### config.mk
export PLATFORM = sky130hd
export DESIGN_NAME = glyph_color_expander_flat
export DESIGN_NICKNAME = d
export VERILOG_FILES = /design/src/hdl/gce_pkg.sv /design/src/hdl/gce_if.sv /design/src/hdl/gce_ctrl.sv /design/src/hdl/gce_dp.sv /design/src/hdl/glyph_color_expander.sv /design/src/flat_wrapper.sv
export SDC_FILE = /design/constraint.sdc
export NUM_CORES = 1
export LEC_CHECK = 0
export ABC_AREA = 1
export BUFFER_PORTS_ARGS = -buffer_cell sky130_fd_sc_hd__buf_2
export CAP_MARGIN = 40
export CORE_MARGIN = 4
export CORE_UTILIZATION = 45
export DETAILED_ROUTE_END_ITERATION = 8
export PLACE_DENSITY_LB_ADDON = 0.2
export SETUP_SLACK_MARGIN = 0.02
export SKIP_LAST_GASP = 1
export SLEW_MARGIN = 30
export SYNTH_ARGS = -nofsm -noshare
export SYNTH_HDL_FRONTEND = slang
export SYNTH_HIERARCHICAL = 1
export SYNTH_SLANG_ARGS = --single-unit
### constraint.sdc
create_clock -name clk -period 6.2 [get_ports clk]
set_clock_uncertainty 0.2 [all_clocks]
set_input_delay 0.31 -clock clk [delete_from_list [all_inputs] [get_ports clk]]
set_output_delay 0.31 -clock clk [all_outputs]
set_load 0.05 [all_outputs]
### src/hdl/gce_pkg.sv
// gce_pkg: shared types and constants for the glyph color expander
// no dependencies; used by the channel interfaces and every module of the block

package gce_pkg;

  // frame geometry and bitmap word size
  localparam int FRAME_WIDTH  = 800;
  localparam int FRAME_HEIGHT = 600;
  localparam int WORD_BITS    = 32;

  // field widths
  localparam int OFF_IN_W = 19;
  localparam int OFF_W    = 20;
  localparam int COLOR_W  = 16;
  localparam int DIM_W    = 7;
  localparam int CNT_W    = $clog2(WORD_BITS);

  // frame size, kept wide so every frame in range fits
  localparam logic [31:0] FRAME_SIZE = 32'(FRAME_WIDTH * FRAME_HEIGHT);
  localparam logic [OFF_W:0] FRAME_STEP = (OFF_W + 1)'(FRAME_WIDTH);
  localparam logic [CNT_W-1:0] LAST_BIT = CNT_W'(WORD_BITS - 1);
  localparam logic [DIM_W-1:0] HEIGHT_RST = DIM_W'(16);

  // controller to datapath commands
  typedef struct packed {
    logic load;   // input request taken this cycle
    logic step;   // emit one pixel into the output register
    logic last;   // the pixel emitted is the last one of this word
  } gce_cmd_t;

  // datapath to controller status
  typedef struct packed {
    logic start_active;  // the offered request leaves a glyph in progress
    logic pix_done;      // the current pixel closes the glyph
  } gce_sts_t;

endpackage

### src/hdl/gce_if.sv
// gce channel interfaces: bitmap input, pixel output, configuration write
// depends on gce_pkg for field widths

interface gce_in_if import gce_pkg::*; ();
  logic                valid;
  logic                ready;
  logic                glyph_start;
  logic [OFF_IN_W-1:0] base_offset;
  logic [COLOR_W-1:0]  draw_color;
  logic [DIM_W-1:0]    glyph_width;
  logic [WORD_BITS-1:0] bitmap_word;

  modport source (output valid, glyph_start, base_offset, draw_color, glyph_width,
                  bitmap_word, input ready);
  modport sink   (input valid, glyph_start, base_offset, draw_color, glyph_width,
                  bitmap_word, output ready);
endinterface

interface gce_out_if import gce_pkg::*; ();
  logic               valid;
  logic               ready;
  logic [OFF_W-1:0]   pixel_offset;
  logic [COLOR_W-1:0] pixel_value;
  logic               beyond_frame;
  logic               glyph_done;
  logic               last_of_word;

  modport source (output valid, pixel_offset, pixel_value, beyond_frame, glyph_done,
                  last_of_word, input ready);
  modport sink   (input valid, pixel_offset, pixel_value, beyond_frame, glyph_done,
                  last_of_word, output ready);
endinterface

interface gce_cfg_if import gce_pkg::*; ();
  logic             valid;
  logic             ready;
  logic [DIM_W-1:0] glyph_height;

  modport source (output valid, glyph_height, input ready);
  modport sink   (input valid, glyph_height, output ready);
endinterface

### src/hdl/gce_ctrl.sv
// gce_ctrl: sequencer that walks the bits of one bitmap word
// depends on gce_pkg for command and status types

module gce_ctrl import gce_pkg::*; (
  input  logic     clk,
  input  logic     rst_n,
  input  logic     in_valid,
  output logic     in_ready,
  output logic     out_valid,
  input  logic     out_ready,
  input  gce_sts_t sts,
  output gce_cmd_t cmd
);

  localparam logic ST_IDLE   = 1'b0;
  localparam logic ST_EXPAND = 1'b1;

  logic             state_r, state_nxt;
  logic [CNT_W-1:0] cnt_r, cnt_nxt;
  logic             out_valid_r, out_valid_nxt;

  // command decode
  always_comb begin
    in_ready  = (state_r == ST_IDLE);
    cmd.load  = in_valid && in_ready;
    cmd.step  = (state_r == ST_EXPAND) && (!out_valid_r || out_ready);
    cmd.last  = sts.pix_done || (cnt_r == LAST_BIT);
    out_valid = out_valid_r;
  end

  // next state
  always_comb begin
    state_nxt     = state_r;
    cnt_nxt       = cnt_r;
    out_valid_nxt = out_valid_r;
    if (out_ready) begin
      out_valid_nxt = 1'b0;
    end
    unique case (state_r)
      ST_IDLE: begin
        if (cmd.load && sts.start_active) begin
          state_nxt = ST_EXPAND;
          cnt_nxt   = '0;
        end
      end
      ST_EXPAND: begin
        if (cmd.step) begin
          out_valid_nxt = 1'b1;
          cnt_nxt       = cnt_r + 1'b1;
          if (cmd.last) begin
            state_nxt = ST_IDLE;
          end
        end
      end
      default: state_nxt = ST_IDLE;
    endcase
  end

  // state registers
  always_ff @(posedge clk) begin
    if (!rst_n) begin
      state_r     <= ST_IDLE;
      cnt_r       <= '0;
      out_valid_r <= 1'b0;
    end else begin
      state_r     <= state_nxt;
      cnt_r       <= cnt_nxt;
      out_valid_r <= out_valid_nxt;
    end
  end

endmodule

### src/hdl/gce_dp.sv
// gce_dp: glyph position, color latch, bit shifter and pixel output register
// depends on gce_pkg for widths, frame constants and command/status types

module gce_dp import gce_pkg::*; (
  input  logic                 clk,
  input  logic                 rst_n,
  input  gce_cmd_t             cmd,
  output gce_sts_t             sts,
  input  logic                 cfg_we,
  input  logic [DIM_W-1:0]     cfg_height,
  input  logic                 glyph_start,
  input  logic [OFF_IN_W-1:0]  base_offset,
  input  logic [COLOR_W-1:0]   draw_color,
  input  logic [DIM_W-1:0]     glyph_width,
  input  logic [WORD_BITS-1:0] bitmap_word,
  output logic [OFF_W-1:0]     pixel_offset,
  output logic [COLOR_W-1:0]   pixel_value,
  output logic                 beyond_frame,
  output logic                 glyph_done,
  output logic                 last_of_word
);

  logic [DIM_W-1:0]     height_r;
  logic [OFF_W-1:0]     row_start_r, row_start_nxt;
  logic [DIM_W-1:0]     column_r, column_nxt;
  logic [DIM_W-1:0]     row_r, row_nxt;
  logic [COLOR_W-1:0]   color_r;
  logic [DIM_W-1:0]     width_r;
  logic                 active_r, active_nxt;
  logic [WORD_BITS-1:0] word_r;

  logic [OFF_W:0]       addr_sum;
  logic [OFF_W-1:0]     addr;
  logic [OFF_W:0]       next_row_sum;
  logic                 row_end;

  logic [OFF_W-1:0]     pix_off_r;
  logic [COLOR_W-1:0]   pix_val_r;
  logic                 pix_beyond_r;
  logic                 pix_done_r;
  logic                 pix_last_r;

  // current pixel address and end of row / glyph checks
  always_comb begin
    addr_sum     = {1'b0, row_start_r} + (OFF_W + 1)'(column_r);
    addr         = addr_sum[OFF_W] ? '1 : addr_sum[OFF_W-1:0];
    next_row_sum = {1'b0, row_start_r} + FRAME_STEP;
    row_end      = ({1'b0, column_r} + 1'b1) >= {1'b0, width_r};
    sts.pix_done = row_end && (({1'b0, row_r} + 1'b1) >= {1'b0, height_r});
    sts.start_active = glyph_start ? ((glyph_width != '0) && (height_r != '0)) : active_r;
  end

  // position update for one pixel step
  always_comb begin
    row_start_nxt = row_start_r;
    column_nxt    = column_r;
    row_nxt       = row_r;
    active_nxt    = active_r;
    if (row_end) begin
      column_nxt    = '0;
      row_nxt       = row_r + 1'b1;
      row_start_nxt = next_row_sum[OFF_W] ? '1 : next_row_sum[OFF_W-1:0];
    end else begin
      column_nxt = column_r + 1'b1;
    end
    if (sts.pix_done) begin
      active_nxt = 1'b0;
    end
  end

  // glyph height register
  always_ff @(posedge clk) begin
    if (!rst_n) begin
      height_r <= HEIGHT_RST;
    end else if (cfg_we) begin
      height_r <= cfg_height;
    end
  end

  // glyph state
  always_ff @(posedge clk) begin
    if (!rst_n) begin
      row_start_r <= '0;
      column_r    <= '0;
      row_r       <= '0;
      color_r     <= '0;
      width_r     <= '0;
      active_r    <= 1'b0;
    end else if (cmd.load) begin
      if (glyph_start) begin
        row_start_r <= {1'b0, base_offset};
        column_r    <= '0;
        row_r       <= '0;
        color_r     <= draw_color;
        width_r     <= glyph_width;
        active_r    <= sts.start_active;
      end
    end else if (cmd.step) begin
      row_start_r <= row_start_nxt;
      column_r    <= column_nxt;
      row_r       <= row_nxt;
      active_r    <= active_nxt;
    end
  end

  // bitmap shifter, bit 0 first
  always_ff @(posedge clk) begin
    if (cmd.load) begin
      word_r <= bitmap_word;
    end else if (cmd.step) begin
      word_r <= word_r >> 1;
    end
  end

  // pixel output register
  always_ff @(posedge clk) begin
    if (cmd.step) begin
      pix_off_r    <= addr;
      pix_val_r    <= word_r[0] ? color_r : '0;
      pix_beyond_r <= 32'(addr) >= FRAME_SIZE;
      pix_done_r   <= sts.pix_done;
      pix_last_r   <= cmd.last;
    end
  end

  assign pixel_offset = pix_off_r;
  assign pixel_value  = pix_val_r;
  assign beyond_frame = pix_beyond_r;
  assign glyph_done   = pix_done_r;
  assign last_of_word = pix_last_r;

endmodule

### src/hdl/glyph_color_expander.sv
// glyph_color_expander: one-bit-per-pixel glyph to 16-bit pixel write expansion
// pixels: the word is loaded into the shifter, then one pixel per cycle enters the output reg
//   while the output is not stalled; a word gives up to 32 pixels, set by the single pixel step
//   of the datapath; the next word is taken once the last pixel enters the output reg
// reset: synchronous active low; no glyph in progress, glyph_height returns to 16
// depends on gce_pkg, gce_if, gce_ctrl and gce_dp

module glyph_color_expander import gce_pkg::*; (
  input  logic clk,
  input  logic rst_n,
  gce_in_if.sink     in_if,
  gce_out_if.source  out_if,
  gce_cfg_if.sink    cfg_if
);

  gce_cmd_t cmd;
  gce_sts_t sts;

  // configuration writes are always taken
  assign cfg_if.ready = 1'b1;

  // bit sequencer
  gce_ctrl u_ctrl (
    .clk       (clk),
    .rst_n     (rst_n),
    .in_valid  (in_if.valid),
    .in_ready  (in_if.ready),
    .out_valid (out_if.valid),
    .out_ready (out_if.ready),
    .sts       (sts),
    .cmd       (cmd)
  );

  // glyph datapath
  gce_dp u_dp (
    .clk          (clk),
    .rst_n        (rst_n),
    .cmd          (cmd),
    .sts          (sts),
    .cfg_we       (cfg_if.valid),
    .cfg_height   (cfg_if.glyph_height),
    .glyph_start  (in_if.glyph_start),
    .base_offset  (in_if.base_offset),
    .draw_color   (in_if.draw_color),
    .glyph_width  (in_if.glyph_width),
    .bitmap_word  (in_if.bitmap_word),
    .pixel_offset (out_if.pixel_offset),
    .pixel_value  (out_if.pixel_value),
    .beyond_frame (out_if.beyond_frame),
    .glyph_done   (out_if.glyph_done),
    .last_of_word (out_if.last_of_word)
  );

endmodule

### src/flat_wrapper.sv
// flat-port wrapper written by rule: the top's interface ports become plain ports
module glyph_color_expander_flat import gce_pkg::*;
  (clk, rst_n, in_if_valid, in_if_glyph_start, in_if_base_offset, in_if_draw_color, in_if_glyph_width, in_if_bitmap_word, in_if_ready, out_if_valid, out_if_pixel_offset, out_if_pixel_value, out_if_beyond_frame, out_if_glyph_done, out_if_last_of_word, out_if_ready, cfg_if_valid, cfg_if_glyph_height, cfg_if_ready);
  gce_in_if in_if_i ();
  gce_out_if out_if_i ();
  gce_cfg_if cfg_if_i ();
  input  logic clk;
  input  logic rst_n;
  input wire logic [$bits(in_if_i.valid)-1:0] in_if_valid;
  input wire logic [$bits(in_if_i.glyph_start)-1:0] in_if_glyph_start;
  input wire logic [$bits(in_if_i.base_offset)-1:0] in_if_base_offset;
  input wire logic [$bits(in_if_i.draw_color)-1:0] in_if_draw_color;
  input wire logic [$bits(in_if_i.glyph_width)-1:0] in_if_glyph_width;
  input wire logic [$bits(in_if_i.bitmap_word)-1:0] in_if_bitmap_word;
  output wire logic [$bits(in_if_i.ready)-1:0] in_if_ready;
  output wire logic [$bits(out_if_i.valid)-1:0] out_if_valid;
  output wire logic [$bits(out_if_i.pixel_offset)-1:0] out_if_pixel_offset;
  output wire logic [$bits(out_if_i.pixel_value)-1:0] out_if_pixel_value;
  output wire logic [$bits(out_if_i.beyond_frame)-1:0] out_if_beyond_frame;
  output wire logic [$bits(out_if_i.glyph_done)-1:0] out_if_glyph_done;
  output wire logic [$bits(out_if_i.last_of_word)-1:0] out_if_last_of_word;
  input wire logic [$bits(out_if_i.ready)-1:0] out_if_ready;
  input wire logic [$bits(cfg_if_i.valid)-1:0] cfg_if_valid;
  input wire logic [$bits(cfg_if_i.glyph_height)-1:0] cfg_if_glyph_height;
  output wire logic [$bits(cfg_if_i.ready)-1:0] cfg_if_ready;
  assign in_if_i.valid = in_if_valid;
  assign in_if_i.glyph_start = in_if_glyph_start;
  assign in_if_i.base_offset = in_if_base_offset;
  assign in_if_i.draw_color = in_if_draw_color;
  assign in_if_i.glyph_width = in_if_glyph_width;
  assign in_if_i.bitmap_word = in_if_bitmap_word;
  assign in_if_ready = in_if_i.ready;
  assign out_if_valid = out_if_i.valid;
  assign out_if_pixel_offset = out_if_i.pixel_offset;
  assign out_if_pixel_value = out_if_i.pixel_value;
  assign out_if_beyond_frame = out_if_i.beyond_frame;
  assign out_if_glyph_done = out_if_i.glyph_done;
  assign out_if_last_of_word = out_if_i.last_of_word;
  assign out_if_i.ready = out_if_ready;
  assign cfg_if_i.valid = cfg_if_valid;
  assign cfg_if_i.glyph_height = cfg_if_glyph_height;
  assign cfg_if_ready = cfg_if_i.ready;
  glyph_color_expander u_core (.clk(clk), .rst_n(rst_n), .in_if(in_if_i), .out_if(out_if_i), .cfg_if(cfg_if_i));
endmodule
==> results of run 1 <==
[worst max-delay path by stage]
stage	from	depth (start not counted)	to	slack, ps
3_3_place_gp	in_if_valid	12	u_core/u_dp/row_r[5]	2530
2_1_floorplan	u_core/u_ctrl/out_valid	3	u_core/u_dp/word_r[0]	2850
5_1_grt	u_core/u_ctrl/state_r	10	u_core/u_dp/row_r[4]	2230
6_report	u_core/u_ctrl/state_r	10	u_core/u_dp/row_r[5]	2560
4_1_cts	u_core/u_ctrl/state_r	10	u_core/u_dp/row_r[5]	2570
3_5_place_dp	in_if_valid	12	u_core/u_dp/row_r[5]	2460
[metal layers]
metal	track usage [%]	wire, µm
met1	24.9	7810
met2	36.0	9140
met3	3.79	984
met4	6.72	324
met5	0	0
[area by class of cell]
type | instances | area share, %
Multi-Input combinational cell | 640 | 33.9
Clock buffer | 24 | 5.79
Inverter | 116 | 4.63
Tap cell | 216 | 2.88
Clock inverter | 8 | 0.998
Timing Repair Buffer | 192 | 13.8
Sequential cell | 143 | 38.0
[kinds of logic after synthesis]
family | synth area share (%)
AND/OR/NAND/NOR | 27.1
buffers and inverters | 7.94
flip-flops | 48.8
AO/OA/AOI/OAI | 9.32
XOR/XNOR | 2.15
other | 0.0512
adder cells (fa/ha/maj) | 4.71
[tightest hold or removal path, cell delays in order]
cell and delay, ps:
buf_2 90, o21ai_0 80, a21oi_1 110
[synthesized netlist by cell type, types with 2 or more instances]
cell	n
buf_2	3
xor2_1	15
buf_4	2
a21oi_1	44
nand3b_1	2
o221ai_1	4
a21oi_2	3
xnor2_1	3
a31oi_1	4
nand2_1	274
nand2_4	3
nor3_1	7
nor2_2	5
o22ai_1	5
buf_1	4
and2_1	2
clkbuf_1	18
nand2_2	4
dfxtp_1	72
nor2_1	88
ha_1	26
inv_2	8
nor4_1	2
nor3_2	2
inv_1	108
nand3_1	65
or2_2	3
nand3_4	2
nand4_1	6
edfxtp_1	71
buf_6	3
o21ai_0	62
[timing repair]
action | CTS | global route
gates resized for setup | 0 | 0
hold buffers | 60 | 0
hold endpoints to repair | 57 | 0
[flip-flops by register name (all words and copies together), names as in the netlist]
name / cells
u_core/u_dp/row_start_r: 20
u_core/u_ctrl/state_r: 1
u_core/u_ctrl/out_valid: 1
u_core/u_dp/color_r: 16
u_core/u_dp/last_of_word: 1
u_core/u_dp/active_r: 1
u_core/u_dp/row_r: 7
u_core/u_dp/height_r: 7
u_core/u_dp/pixel_value: 16
u_core/u_dp/beyond_frame: 1
u_core/u_dp/glyph_done: 1
u_core/u_dp/word_r: 32
u_core/u_dp/pixel_offset: 20
u_core/u_ctrl/cnt_r: 5
u_core/u_dp/width_r: 7
u_core/u_dp/column_r: 7
[stage by stage]
step | std cells | utilization (%)
final | 1339 | 59.0
after CTS | 1339 | 59.0
after floorplan | 929 | -
after global placement | 1246 | 51.0
after detailed placement | 1247 | 51.2
after global routing | 1339 | 59.0
[power breakdown]
| part | internal (W) | switching, W |
|---|---|---|
| Clock | 0.000693 | 0.000386 |
| Sequential | 0.00108 | 0.0000420 |
| Combinational | 0.000130 | 0.000242 |
==> impl_results.md, run 1 <==
* Status: finished, final reports clean
* Worst-Margin Slew at 775 ps
* Delay-heaviest family, CP: simple AND/OR/NAND/NOR gates
* Hold path endpoint: u_core/u_dp/width_r[4]
* # setup viols final at 0
* Pre-CTS WS at 2460 ps
* First-pass GRT wire length at 29.6 mm
* Slowest stage cell, crit path: inv_1
* Clk pin slew, worst setup/hold paths at 60 ps
* Register area at 3570 µm²
* Commonest non-fill, non-tap cell in the layout: nand2_1
* Layout cells sized above 1 at 17.5%
* Leak at 4.53 nW
* Worst setup EP type: flip-flop
* Max Freq at 275 MHz
* Die width at 136 µm
* IO Pins at 129
* Via count at 6563
* Vias/cell at 4.90
* Synth warn at 6
* RSZ-0062 raised after global routing: false
* Tot Pwr at 0.00257 W
* Tcrit/Tclk final at 58.7%
* Hold path startpoint: in_if_glyph_width[4]
* Flops & latches, synth at 143
* Crit Path Class: reg -> reg
* Final Cell Area at 9400 µm²
* Synth area leaders: edfxtp_1 (29%), dfxtp_1 (20%), nand2_1 (14%), inv_1 (5.5%), nor2_1 (4.5%)
* Sequential area share after synthesis at 48.8%
* Critical R2R Capture: u_core/u_dp/row_r[5]
* Number of global-route vias before repair at 6166
* Post-DRT Antenna Nets at 0
* Initial antenna violation count at 0
* DRC at 0
* Grt total ovfl at 0
* Top cell type by total area after synthesis: edfxtp_1
* Post-Route WL at 18.3 mm
* Syn Nets at 1043
* CP arrival at 3780 ps
* R2R Path Start: u_core/u_ctrl/state_r
* Avg Cell Area, Syn at 7.89 µm²
* Max-slew violation count at 0
* Nets at 1224
* Hold depth at 3
* Starting Density at 46.0%
* Max Cap Viol at 0
* Reg2Reg Depth at 10
* Setup crit start kind: flip-flop
* Clock Latency Late Sink at 420 ps
* DP HPWL at 12.5 mm
* Cell mode on critical path: nand2_1
* Min Hold Slack at 10.6 ps
* Reg2reg setup slack at 2560 ps
* Final GP Congestion at 0.902
* Row count at 46
* Clk buf depth at 2
* Number of H-tree levels at 4
* Gr usage total at 20.3%
* Max incr delay on CP at 740 ps
* Final min period at 3640 ps
* Synthesized area at 7330 µm²
* Core area at 15900 µm²
* Die height at 136 µm
* Area grow syn2layout at 28.3%
* Post-synth EDFFs at 71
* Worst endpoint required time at 6340 ps
* Yosys top cell area share at 29.1%
* DRT Pass-1 Iters at 5
* Starting DRT DRC Count at 443
* HP Class: in -> reg
* Async SR Flop Fraction at 0%
* Area occupied by multi-input gates at 3190 µm²
* Yosys cell types at 41
* Avg WL per Cell at 13.6 µm
* Commonest cells after routing, fill and taps aside: nand2_1 (274), buf_2 (127), inv_1 (108)
* Number of buffers added for setup after CTS at 0
* Pwr/cell area at 274 nW/µm²
* Synth Flop Type: dfxtp_1
* Setup_tns at 0 ps
* Port Buffers at 127
* Fill cell count at 1403
* Worst Path Max Fanout at 46
* Post-route setup slack at 2560 ps
* CTS tree: built
* CP Buf/Inv Count at 3
* Clock sinks at 143
* Rel. slew slack at 48.2%
* Placement-stage cell area at 8160 µm²
* Clock root buffer: clkbuf_16
* Largest net degree at the start of global routing at 47
* Worst VDD drop at 0.184 mV
* Cells after synthesis at 929
* Final hold viol count at 0
* Num CTS Buffers at 17
* Critical path, cell by cell: nor2_4, buf_4, nand2_1, inv_1, nor2_2, inv_2, nand2_4, nor3_2, nand2_1, o21ai_0
* # diodes at 0
* Die Area at 18400 µm²
(Power assumes the default switching activity.)
==> run 2: changes to the inputs <==
clock period = 3.75 ns   (was 6.2 ns; I/O delays follow)
==> impl_results.md, run 2 (same netlist as run 1, synthesis figures left out) <==
* Number of H-tree levels at 4 (unchanged)
* Tot Pwr at 0.00408 W (+58%)
* Hold depth at 5 (+2)
* Commonest non-fill, non-tap cell in the layout: nand2_1
* Max-slew violation count at 0 (unchanged)
* Clock sinks at 143 (unchanged)
* Row count at 46 (unchanged)
* Die width at 136 µm (unchanged)
* Starting DRT DRC Count at 386 (-13%)
* IO Pins at 129 (unchanged)
* CP arrival at 3060 ps (-720 ps)
* Max incr delay on CP at 440 ps (-300 ps)
* Core area at 15900 µm² (unchanged)
* Tcrit/Tclk final at 78.1% (+19 points)
* Max Freq at 342 MHz (+24%)
* Die height at 136 µm (unchanged)
* Worst-Margin Slew at 694 ps (-81.3 ps)
* Rel. slew slack at 53.7% (+5.5 points)
* DP HPWL at 12.5 mm (+0.29%)
* Final hold viol count at 0 (unchanged)
* Clock Latency Late Sink at 420 ps (about the same)
* Area occupied by multi-input gates at 3190 µm² (unchanged)
* Setup crit start kind: flip-flop
* Initial antenna violation count at 0 (unchanged)
* Post-DRT Antenna Nets at 0 (unchanged)
* Worst setup EP type: flip-flop
* Gr usage total at 20.7% (+0.46 points)
* RSZ-0062 raised after global routing: false
* Clk pin slew, worst setup/hold paths at 60 ps (about the same)
* Delay-heaviest family, CP: simple AND/OR/NAND/NOR gates
* Status: finished, final reports clean
* First-pass GRT wire length at 30.5 mm (+2.9%)
* Largest register FFs at 32 (unchanged)
* Final GP Congestion at 0.878 (-2.7%)
* Grt total ovfl at 0 (unchanged)
* Setup_tns at 0 ps (unchanged)
* Levels on crit path at 12 (+2)
* Clk buf depth at 2 (unchanged)
* Area grow syn2layout at 30.4%
* Via count at 6592 (+0.44%)
* Num CTS Buffers at 17 (unchanged)
* DRT Pass-1 Iters at 6 (+1)
* Pwr/cell area at 427 nW/µm² (+56%)
* Worst VDD drop at 0.339 mV (+84%)
* Register area at 3570 µm² (unchanged)
* Nets at 1250 (+2.1%)
* Starting Density at 46.0% (unchanged)
* Leak at 4.59 nW (+1.2%)
* Fill cell count at 1421 (+1.3%)
* HP Class: in -> reg
* Critical path, cell by cell: ha_1, nand3_1, nand3b_1, xnor2_1, ha_1, inv_1, nor2_1, a211oi_1, nand4_1, nand2_4, nand2_4, o21ai_0
* Largest net degree at the start of global routing at 43 (-8.5%)
* Clock root buffer: clkbuf_16
* Port Buffers at 127 (unchanged)
* Number of global-route vias before repair at 6396 (+3.7%)
* Die Area at 18400 µm² (unchanged)
* Final min period at 2930 ps (-712 ps)
* Avg WL per Cell at 13.4 µm (-1.7%)
* DRC at 0 (unchanged)
* Max Cap Viol at 0 (unchanged)
* Worst endpoint required time at 3890 ps (-2450 ps)
* Post-Route WL at 18.3 mm (+0.20%)
* Commonest cells after routing, fill and taps aside: nand2_1 (274), buf_2 (127), inv_1 (108)
* Reg2Reg Depth at 12 (+2)
* Worst Path Max Fanout at 18 (-61%)
* CTS tree: built
* Slowest stage cell, crit path: dfxtp_1
* Vias/cell at 4.83 (-1.5%)
* Crit Path Class: reg -> reg
* # setup viols final at 0 (unchanged)
* CP Buf/Inv Count at 1 (-2)
* Layout cells sized above 1 at 17.0% (-0.48 points)
* # diodes at 0 (unchanged)
* Largest Register: u_core/u_dp/word_r
## run 2: changes by cell type in the layout (fill, tap and decap cells not counted), moves of 2 or more
cell | before | now
clkbuf_16 | 19 | 17
clkinv_1 | 1 | 4
buf_4 | 4 | 7
clkbuf_8 | 5 | 3
clkinvlp_4 | 0 | 3
dlygate4sd3_1 | 60 | 84
## run 2: worst register-to-register path: stages, from the launching register on
cell and delay (ps):
dfxtp_1 440, ha_1 230, nand3_1 110, nand3b_1 200, xnor2_1 210, ha_1 260
inv_1 70, nor2_1 50, a211oi_1 240, nand4_1 200, nand2_4 250, nand2_4 200
o21ai_0 200
## run 2: path summary, 6_finish.rpt
path,slack (ps),end,startpoint
worst max-delay path,820,u_core/u_dp/row_start_r[13],u_core/u_dp/column_r[1]
worst min-delay path,20,u_core/u_dp/row_start_r[18],in_if_base_offset[18]
worst max register to register,820,u_core/u_dp/row_start_r[13],u_core/u_dp/column_r[1]
worst min register to register,270,u_core/u_dp/width_r[3],u_core/u_dp/width_r[3]
## run 2: metrics by stage
step / setup WS [ps] / hold WS, ps / cell area, µm² / util [%] / instances
after floorplan: 400 / 98.6 / 7330 / - / 929
after global placement: 966 / 205 / 8160 / 51.2 / 1249
final: 822 / 19.6 / 9550 / 59.9 / 1365
after global routing: 517 / 40.5 / 9550 / 59.9 / 1365
after CTS: 844 / 2.75 / 9550 / 59.9 / 1365
after detailed placement: 858 / 216 / 8160 / 51.2 / 1249
## run 2: repair_timing
action                                  4_1_cts  5_1_grt
setup buffers                                 0        0
hold buffers                                 84        0
endpoints found under the setup margin        0        0
endpoints found under the hold margin        80        0
resized for setup                             0        0
## run 2: power by group
part	internal, W	switching (W)	total (W)	leakage, nW
registers	0.00179	0.0000675	0.00186	1.29
logic	0.000230	0.000401	0.000631	3.03
clock network	0.000953	0.000638	0.00159	0.268
## run 2: metal layers
metal  vias to the layer above  global-route usage [%]  routed length (µm)
li1                       3439                       -                   -
met1                      2959                    25.2                7910
met2                       174                    36.5                9190
met3                        20                    5.01                 941
met4                         0                    6.33                 255
met5                         -                       0                   0
## run 2: cell type report
cell class	count	area share, %
clock buffers	20	4.88
repair buffers	218	16.0
well taps	216	2.83
flip-flops and latches	143	37.4
clock inverters	12	0.956
multi-input cells	640	33.4
inverters	116	4.56
